**src/rtl/core/mcf_pkg.sv**
```systemverilog
// mcf_pkg: shared types, codes and the CRC-16 byte step for the motor command framer.
// No dependencies; imported by every module of the block.
`default_nettype none

package mcf_pkg;

    // Frame and acknowledgment constants
    localparam logic [15:0] CRC_POLY   = 16'h1021;
    localparam logic [7:0]  CMD_MOTOR1 = 8'd35;
    localparam logic [7:0]  CMD_MOTOR2 = 8'd36;
    localparam logic [7:0]  ACK_BYTE   = 8'hFF;
    localparam logic [15:0] ACK_TICKS_RESET = 16'd10;

    // Frame byte positions
    localparam int          FRAME_LEN  = 8;
    localparam int          IDX_W      = $clog2(FRAME_LEN);
    localparam logic [IDX_W-1:0] IDX_CRC_HI = IDX_W'(6);
    localparam logic [IDX_W-1:0] IDX_LAST   = IDX_W'(FRAME_LEN - 1);

    // Job queue sizing
    localparam int Q_DEPTH = 4;
    localparam int Q_AW    = $clog2(Q_DEPTH);
    localparam int Q_CW    = Q_AW + 1;

    // Input action codes (code 3 is unused)
    typedef enum logic [1:0] {
        ACT_SEND = 2'd0,
        ACT_RESP = 2'd1,
        ACT_TICK = 2'd2
    } t_action;

    // Result kinds
    typedef enum logic {
        KIND_FRAME  = 1'b0,
        KIND_STATUS = 1'b1
    } t_kind;

    // Status codes
    typedef enum logic [1:0] {
        ST_OK      = 2'd0,
        ST_BAD     = 2'd1,
        ST_TIMEOUT = 2'd2
    } t_status;

    // Input item
    typedef struct packed {
        logic [1:0]         action;
        logic               motor;
        logic [7:0]         target_address;
        logic signed [31:0] speed;
        logic [7:0]         rx_byte;
    } t_cmd_in;

    // Result item
    typedef struct packed {
        logic       kind;
        logic [7:0] tx_byte;
        logic       last;
        logic [1:0] status;
    } t_res_out;

    // Queue entry between front and back
    typedef struct packed {
        logic        is_status;
        logic        motor;
        logic [7:0]  addr;
        logic [31:0] speed;
        logic [1:0]  status;
    } t_job;

    // CRC-16/XMODEM over one byte, MSB first
    function automatic logic [15:0] crc16_step(input logic [15:0] crc_in,
                                               input logic [7:0] data);
        logic [15:0] c;
        c = crc_in ^ {data, 8'h00};
        for (int b = 0; b < 8; b++) begin
            if (c[15]) begin
                c = {c[14:0], 1'b0} ^ CRC_POLY;
            end else begin
                c = {c[14:0], 1'b0};
            end
        end
        return c;
    endfunction

endpackage

`default_nettype wire

```
**src/rtl/core/mcf_front.sv**
```systemverilog
// mcf_front: accepts input items, tracks the acknowledgment wait and timeout,
// and pushes frame or status jobs to the queue. Depends on mcf_pkg.
`default_nettype none

module mcf_front (
    input  wire logic            i_clk,
    input  wire logic            i_rst_n,
    input  wire logic            i_cfg_we,
    input  wire logic [15:0]     i_cfg_data,
    input  wire logic            i_accept,
    input  wire mcf_pkg::t_cmd_in i_cmd,
    output logic                 o_push,
    output mcf_pkg::t_job        o_job
);
    import mcf_pkg::*;

    logic [15:0] r_ack_ticks;
    logic        r_awaiting;
    logic        n_awaiting;
    logic [15:0] r_left;
    logic [15:0] n_left;

    // Classify the accepted transfer and update the wait state
    always_comb begin
        n_awaiting    = r_awaiting;
        n_left        = r_left;
        o_push        = 1'b0;
        o_job         = '0;
        o_job.motor   = i_cmd.motor;
        o_job.addr    = i_cmd.target_address;
        o_job.speed   = i_cmd.speed;
        if (i_accept) begin
            unique case (i_cmd.action)
                ACT_SEND: begin
                    o_push     = 1'b1;
                    n_awaiting = 1'b1;
                    n_left     = r_ack_ticks;
                end
                ACT_RESP: begin
                    if (r_awaiting) begin
                        o_push          = 1'b1;
                        o_job.is_status = 1'b1;
                        o_job.status    = (i_cmd.rx_byte == ACK_BYTE) ? ST_OK : ST_BAD;
                        n_awaiting      = 1'b0;
                        n_left          = '0;
                    end
                end
                ACT_TICK: begin
                    if (r_awaiting) begin
                        // zero in the counter behaves like one
                        if (r_left <= 16'd1) begin
                            o_push          = 1'b1;
                            o_job.is_status = 1'b1;
                            o_job.status    = ST_TIMEOUT;
                            n_awaiting      = 1'b0;
                            n_left          = '0;
                        end else begin
                            n_left = r_left - 16'd1;
                        end
                    end
                end
                default: begin
                end
            endcase
        end
    end

    // State and timeout register
    always_ff @(posedge i_clk) begin
        if (!i_rst_n) begin
            r_awaiting  <= 1'b0;
            r_left      <= '0;
            r_ack_ticks <= ACK_TICKS_RESET;
        end else begin
            r_awaiting <= n_awaiting;
            r_left     <= n_left;
            if (i_cfg_we) begin
                r_ack_ticks <= i_cfg_data;
            end
        end
    end

endmodule

`default_nettype wire

```
**src/rtl/core/mcf_queue.sv**
```systemverilog
// mcf_queue: short job FIFO between the front and the back.
// Depends on mcf_pkg for the job type and depth.
`default_nettype none

module mcf_queue (
    input  wire logic          i_clk,
    input  wire logic          i_rst_n,
    input  wire logic          i_push,
    input  wire mcf_pkg::t_job i_job,
    input  wire logic          i_pop,
    output mcf_pkg::t_job      o_head,
    output logic               o_empty,
    output logic               o_full
);
    import mcf_pkg::*;

    t_job            r_mem [Q_DEPTH];
    logic [Q_AW-1:0] r_wr_ptr;
    logic [Q_AW-1:0] r_rd_ptr;
    logic [Q_CW-1:0] r_count;
    logic [Q_CW-1:0] n_count;

    assign o_empty = (r_count == '0);
    assign o_full  = (r_count == Q_CW'(Q_DEPTH));
    assign o_head  = r_mem[r_rd_ptr];

    // Occupancy
    always_comb begin
        n_count = r_count;
        if (i_push && !i_pop) begin
            n_count = r_count + 1'b1;
        end else if (!i_push && i_pop) begin
            n_count = r_count - 1'b1;
        end
    end

    // Pointers and count
    always_ff @(posedge i_clk) begin
        if (!i_rst_n) begin
            r_wr_ptr <= '0;
            r_rd_ptr <= '0;
            r_count  <= '0;
        end else begin
            r_count <= n_count;
            if (i_push) begin
                r_wr_ptr <= r_wr_ptr + 1'b1;
            end
            if (i_pop) begin
                r_rd_ptr <= r_rd_ptr + 1'b1;
            end
        end
    end

    // Entry storage
    always_ff @(posedge i_clk) begin
        if (i_push) begin
            r_mem[r_wr_ptr] <= i_job;
        end
    end

endmodule

`default_nettype wire

```
**src/rtl/core/mcf_back.sv**
```systemverilog
// mcf_back: plays queue jobs out as result items, one per cycle while the result
// channel is ready, with the CRC-16 built a byte at a time. Depends on mcf_pkg.
`default_nettype none

module mcf_back (
    input  wire logic          i_clk,
    input  wire logic          i_rst_n,
    input  wire mcf_pkg::t_job i_head,
    input  wire logic          i_empty,
    output logic               o_pop,
    output logic               o_res_valid,
    input  wire logic          i_res_ready,
    output mcf_pkg::t_res_out  o_res
);
    import mcf_pkg::*;

    logic             r_valid;
    logic             n_valid;
    t_res_out         r_res;
    t_res_out         n_res;
    logic [IDX_W-1:0] r_idx;
    logic [IDX_W-1:0] n_idx;
    logic [15:0]      r_crc;
    logic [15:0]      n_crc;
    logic             w_advance;
    logic             w_take;
    logic [7:0]       w_byte;

    assign w_advance = !r_valid || i_res_ready;
    assign w_take    = w_advance && !i_empty;

    // Frame byte at the current position
    always_comb begin
        case (r_idx)
            3'd0:    w_byte = i_head.addr;
            3'd1:    w_byte = i_head.motor ? CMD_MOTOR2 : CMD_MOTOR1;
            3'd2:    w_byte = i_head.speed[31:24];
            3'd3:    w_byte = i_head.speed[23:16];
            3'd4:    w_byte = i_head.speed[15:8];
            3'd5:    w_byte = i_head.speed[7:0];
            3'd6:    w_byte = r_crc[15:8];
            default: w_byte = r_crc[7:0];
        endcase
    end

    // Output stage, position counter and running CRC
    always_comb begin
        n_valid = w_advance ? w_take : r_valid;
        n_res   = r_res;
        n_idx   = r_idx;
        n_crc   = r_crc;
        o_pop   = 1'b0;
        if (w_take) begin
            if (i_head.is_status) begin
                n_res.kind    = KIND_STATUS;
                n_res.tx_byte = '0;
                n_res.last    = 1'b1;
                n_res.status  = i_head.status;
                o_pop         = 1'b1;
            end else begin
                n_res.kind    = KIND_FRAME;
                n_res.tx_byte = w_byte;
                n_res.last    = (r_idx == IDX_LAST);
                n_res.status  = ST_OK;
                if (r_idx < IDX_CRC_HI) begin
                    n_crc = crc16_step((r_idx == '0) ? 16'h0000 : r_crc, w_byte);
                end
                if (r_idx == IDX_LAST) begin
                    o_pop = 1'b1;
                    n_idx = '0;
                end else begin
                    n_idx = r_idx + 1'b1;
                end
            end
        end
    end

    always_ff @(posedge i_clk) begin
        if (!i_rst_n) begin
            r_valid <= 1'b0;
            r_idx   <= '0;
        end else begin
            r_valid <= n_valid;
            r_idx   <= n_idx;
        end
    end

    // Payload registers
    always_ff @(posedge i_clk) begin
        r_res <= n_res;
        r_crc <= n_crc;
    end

    assign o_res_valid = r_valid;
    assign o_res       = r_res;

endmodule

`default_nettype wire

```
**src/rtl/core/motor_command_framer_crc16.sv**
```systemverilog
// motor_command_framer_crc16: top level of the motor speed command framer.
// Depends on mcf_pkg, mcf_front, mcf_queue and mcf_back.
//
//   channel   direction  handshake                   payload
//   cmd       in         i_cmd_valid / o_cmd_ready   i_cmd (t_cmd_in)
//   res       out        o_res_valid / i_res_ready   o_res (t_res_out)
//   cfg       in         i_cfg_we                    i_cfg_data (ack timeout ticks)
//
// An input transfer is taken every cycle while the four-entry job queue has room.
// A send command gives eight result bytes, one per cycle from the back end's
// output register while the result channel is ready; a status gives one item.
// Responses or ticks while no acknowledgment is awaited, ticks that do not end
// the wait, and unused actions produce no result.
// Reset is synchronous and active low; it empties the queue and clears the wait.
// A stalled result holds in the output register while the front keeps accepting.
`default_nettype none

module motor_command_framer_crc16 (
    input  wire logic              i_clk,
    input  wire logic              i_rst_n,
    input  wire logic              i_cfg_we,
    input  wire logic [15:0]       i_cfg_data,
    input  wire logic              i_cmd_valid,
    output logic                   o_cmd_ready,
    input  wire mcf_pkg::t_cmd_in  i_cmd,
    output logic                   o_res_valid,
    input  wire logic              i_res_ready,
    output mcf_pkg::t_res_out      o_res
);
    import mcf_pkg::*;

    logic w_accept;
    logic w_push;
    logic w_pop;
    logic w_empty;
    logic w_full;
    t_job w_job;
    t_job w_head;

    assign o_cmd_ready = !w_full;
    assign w_accept    = i_cmd_valid && o_cmd_ready;

    mcf_front u_front (
        .i_clk      (i_clk),
        .i_rst_n    (i_rst_n),
        .i_cfg_we   (i_cfg_we),
        .i_cfg_data (i_cfg_data),
        .i_accept   (w_accept),
        .i_cmd      (i_cmd),
        .o_push     (w_push),
        .o_job      (w_job)
    );

    mcf_queue u_queue (
        .i_clk   (i_clk),
        .i_rst_n (i_rst_n),
        .i_push  (w_push),
        .i_job   (w_job),
        .i_pop   (w_pop),
        .o_head  (w_head),
        .o_empty (w_empty),
        .o_full  (w_full)
    );

    mcf_back u_back (
        .i_clk       (i_clk),
        .i_rst_n     (i_rst_n),
        .i_head      (w_head),
        .i_empty     (w_empty),
        .o_pop       (w_pop),
        .o_res_valid (o_res_valid),
        .i_res_ready (i_res_ready),
        .o_res       (o_res)
    );

    // A status result is always a single, last item with no frame byte
    a_status_shape: assert property (@(posedge i_clk) disable iff (!i_rst_n)
        (o_res_valid && o_res.kind == KIND_STATUS) |-> (o_res.last && o_res.tx_byte == 8'h00))
        else $error("status result malformed");

    // Frame bytes carry a zero status
    a_frame_status: assert property (@(posedge i_clk) disable iff (!i_rst_n)
        (o_res_valid && o_res.kind == KIND_FRAME) |-> (o_res.status == ST_OK))
        else $error("frame byte with nonzero status");

    // A frame is never interleaved with a status
    a_frame_contig: assert property (@(posedge i_clk) disable iff (!i_rst_n)
        (o_res_valid && i_res_ready && o_res.kind == KIND_FRAME && !o_res.last)
        |=> (!o_res_valid || o_res.kind == KIND_FRAME))
        else $error("frame interrupted");

    // The queue never takes a job when full
    a_no_overflow: assert property (@(posedge i_clk) disable iff (!i_rst_n)
        w_full |-> !w_push)
        else $error("job pushed into full queue");

endmodule

`default_nettype wire
```
**config.mk**
```make
export PLATFORM = sky130hd
export DESIGN_NAME = motor_command_framer_crc16
export DESIGN_NICKNAME = d
export VERILOG_FILES = /design/src/rtl/core/mcf_pkg.sv /design/src/rtl/core/mcf_front.sv /design/src/rtl/core/mcf_queue.sv /design/src/rtl/core/mcf_back.sv /design/src/rtl/core/motor_command_framer_crc16.sv
export SDC_FILE = /design/constraint.sdc
export NUM_CORES = 1
export LEC_CHECK = 0
export ABC_AREA = 1
export BUFFER_PORTS_ARGS = -buffer_cell sky130_fd_sc_hd__buf_2
export CAP_MARGIN = 20
export CORE_ASPECT_RATIO = 1.25
export CORE_UTILIZATION = 30
export CTS_CLUSTER_DIAMETER = 40
export CTS_CLUSTER_SIZE = 20
export DETAILED_ROUTE_END_ITERATION = 8
export PLACE_DENSITY = 0.48
export SYNTH_ARGS = -nofsm -noshare
export SYNTH_HDL_FRONTEND = slang
export SYNTH_SLANG_ARGS = --single-unit
export TNS_END_PERCENT = 1
```
**constraint.sdc**
```tcl
create_clock -name i_clk -period 6 [get_ports i_clk]
set_clock_uncertainty 0.05 [all_clocks]
set_input_delay 0.9 -clock i_clk [delete_from_list [all_inputs] [get_ports i_clk]]
set_output_delay 0.9 -clock i_clk [all_outputs]
set_load 0.03 [all_outputs]
```
==> flow_metrics.env <==
export IMPL_outcome="finished, final reports clean"
export IMPL_cts_hold_buf=0
export IMPL_synth_compound_area_share=0.0513
export IMPL_share_of_synthesized_cell_area_in_full_adder_half_adder_and_majority_cells=0.0200
export IMPL_placement_cell_area_sq_um=12500
export IMPL_synth_fp_nets=1360
export IMPL_design_area_sq_um=13700
export IMPL_synth_enable_flop_cells=204
export IMPL_avgRoutedWirePerCell_um=15.7
export IMPL_stdcell_count=1884
export IMPL_p_leak_nw=5.98
export IMPL_antenna_found_initial=3
export IMPL_syn_cell_area_sq_um=11600
export IMPL_total_of_max_cap_violations=0
export IMPL_final_net_count=1456
export IMPL_cts_tree="yes"
export IMPL_chipHeight_um=222
export IMPL_critical_path_max_stage_delay_ns=0.87
export IMPL_worst_path_most_repeated_cell="nand2_1"
export IMPL_cts_sinks=250
export IMPL_post_synthesis_xor_xnor_area_fraction=0.00905
export IMPL_synth_mux_area_fraction=0
export IMPL_via_count_of_the_first_global_routing_pass=8613
export IMPL_hold_violation_total_from_the_final_report=0
export IMPL_finalSetupTns_ns=0
export IMPL_power_density_nw_per_um2=496
export IMPL_ir_worst_vdd_v=0.000211
export IMPL_worst_skew_pair_late_latency_ns=0.52
export IMPL_globalRouteOverflowTotal=0
export IMPL_post_drt_via_cell_ratio=4.56
export IMPL_final_max_slew_violation_count=0
export IMPL_clockBufferDepth=3
export IMPL_post_route_cells_drive_above_1_share=0.125
export IMPL_std_cell_rows=80
export IMPL_route_vias_total=8592
export IMPL_worstSetupStartpointType="flip-flop"
export IMPL_clock_tree_htree_level_count=2
export IMPL_synthesis_area_per_instance_sq_um=9.14
export IMPL_clkSlewWorstSetupHoldPaths_ns=0.05
export IMPL_crit_chain="inv_1, ha_1, nand2_1, nor2_2, nand2_1, o31ai_1, nand4_1, nand3b_1, nand2_1, nor2_4, buf_4"
export IMPL_post_synth_and_or_nand_nor_area_fraction=0.231
export IMPL_final_count_of_negative_setup_slack_endpoints=0
export IMPL_final_period_utilization=0.567
export IMPL_fraction_of_the_yosys_area_taken_by_sequential_cells=0.607
export IMPL_crit_arrival_ns=3.55
export IMPL_flow_area_growth_from_synthesis_pct=18.0
export IMPL_synth_lib_cells_used_distinct=34
export IMPL_min_period_ns=3.40
export IMPL_floorplan_die_width_um=178
export IMPL_io_buffer_count=85
export IMPL_ctsResizeCount=0
export IMPL_post_cts_setup_buffers=0
export IMPL_detailedPlacementHpwl_mm=19.1
export IMPL_tightest_slew_ns=1.01
export IMPL_synth_cells=1270
export IMPL_grt_usage=0.155
export IMPL_largest_fanout_on_the_critical_path=28
export IMPL_worst_relative_slew_slack=0.326
export IMPL_dr_pass1_iters=4
export IMPL_timing_critical_path_to_type="flip-flop"
export IMPL_floorplan_io_pins=86
export IMPL_post_synth_top_area_fraction=0.528
export IMPL_wirelength_mm=29.6
export IMPL_wire_length_of_the_first_global_routing_pass_mm=47.0
export IMPL_synth_top_flop_cell="edfxtp_1"
export IMPL_clock_tree_root_cell="clkbuf_16"
export IMPL_detail_route_drc_violations=0
export IMPL_finish_utilization=0.359
export IMPL_ys_ff_latch=250
export IMPL_gpl_final_weighted_congestion=0.769
export IMPL_ys_top_cells_by_area="edfxtp_1 53%, nand2_1 14%, dfxtp_1 7.9%, inv_1 5.7%, nand3_1 4.7%"
export IMPL_fp_dieArea_sq_um=39500
export IMPL_ys_async_sr_fraction=0
export IMPL_ys_warnings_count=0
export IMPL_maximum_number_of_pins_on_one_net_before_global_route_repair=89
export IMPL_critical_path_slowest_cell="nor2_4"
export IMPL_floorplan_initialDensity=0.304
export IMPL_critPathRequiredTime_ns=6.15
export IMPL_cts_inserted_buffers=38
export IMPL_max_freq_ghz=0.294
export IMPL_rsz_0062_raised_after_global_routing="false"
export IMPL_synth_top_family_by_area="simple AND/OR/NAND/NOR gates"
export IMPL_drt_first_iter_violations=479
export IMPL_placeableCoreArea_sq_um=38100
export IMPL_worst_hold_path_type="flip-flop to flip-flop"
export IMPL_critPathKind="flip-flop to flip-flop"
export IMPL_post_synthesis_cell_type_with_the_largest_combined_area="edfxtp_1"
export IMPL_drtAntennaViolNets=0
export IMPL_place_detailed_instances=1816
==> layout by cell type, fill, tap and decap left out, types with 14 or more instances in the layout <==
cell type	synthesis	layout
inv_1	177	177
ha_1	17	17
o21ai_0	50	50
nand2_1	419	419
dfxtp_1	46	45
nor2_1	89	85
edfxtp_1	204	204
buf_2	15	85
clkbuf_16	0	38
a21oi_1	49	49
nand3_1	109	109
nand4_1	14	14
==> cell usage after synthesis, types with 3 or more instances <==
master	n
buf_2	15
ha_1	17
clkbuf_1	9
or2_2	3
nand3b_1	3
nor2_2	5
nand2_2	6
edfxtp_1	204
inv_1	177
a31oi_1	4
o21ai_0	50
dfxtp_1	46
buf_6	8
o21ai_1	6
nand2_1	419
nand3_1	109
xor2_1	11
buf_4	8
nand4_1	14
nor2_1	89
a21oi_1	49
==> cells by family after synthesis <==
logic type / Yosys count
compound gates: 115
xor+xnor: 12
fa+ha+maj: 18
buf+inv: 223
flops: 250
simple gates: 652
==> state kept, by name (all words and copies together), names as in the netlist, 2 cells and up, named ones only <==
| name | count |
|---|---|
| u_queue.r_wr_ptr | 2 |
| u_queue.r_rd_ptr | 2 |
| u_queue.r_mem | 176 |
| u_back.r_crc | 16 |
| u_front.r_left | 16 |
| u_front.r_ack_ticks | 16 |
| u_queue.r_count | 3 |
| u_back.o_res | 12 |
| u_back.r_idx | 3 |
==> cell type report <==
cell class / instances / area, sq um
clock buffer: 44 / 983
sequential: 250 / 7050
tap: 492 / 616
inverter: 182 / 688
clock inverter: 21 / 160
antenna: 1 / 2.50
multi-input combinational: 797 / 3650
timing repair buffer: 97 / 548
fill: 3850 / 24400
==> path summary, 6_finish.rpt <==
check,startpoint,endpoint,slack [ns],cells after the start
min,u_front.r_ack_ticks[1],u_front.r_ack_ticks[1],0.41,2
min reg2reg,u_front.r_ack_ticks[1],u_front.r_ack_ticks[1],0.41,2
max,u_front.r_left[0],u_queue.r_mem[3][5],2.60,11
max reg2reg,u_front.r_left[0],u_queue.r_mem[3][5],2.60,11
==> stage by stage <==
step                worst slack (ns)  power [W]  hold slack (ns)
global route                    2.32    0.00731            0.421
global placement                2.36    0.00481            0.394
CTS                             2.48    0.00689            0.412
floorplan                       2.11    0.00416            0.379
detailed placement              2.31    0.00486            0.400
finish                          2.60    0.00679            0.409
==> critical path, delay by kind of cell, from the launching register on <==
| kind | cells | cell delay [ns] |
|---|---|---|
| AND/OR/NAND/NOR | 7 | 1.84 |
| buffers and inverters | 2 | 0.53 |
| flip-flops | 1 | 0.32 |
| adder cells (fa/ha/maj) | 1 | 0.19 |
| AO/OA/AOI/OAI | 1 | 0.12 |
==> where the power goes <==
part / switching, W / total, W / internal, W
registers: 0.000128 / 0.00232 / 0.00219
logic: 0.00175 / 0.00246 / 0.000710
clock network: 0.000787 / 0.00200 / 0.00122
total: 0.00267 / 0.00679 / 0.00412
==> routing by layer <==
metal / up-vias / GRT usage / part of all wire
li1: 4315 / - / -
met1: 4052 / 0.186 / 0.43
met2: 170 / 0.269 / 0.50
met3: 51 / 0.0352 / 0.052
met4: 4 / 0.0557 / 0.027
met5: - / 0 / 0.00091
No activity file was read; power rests on OpenSTA's default activity.
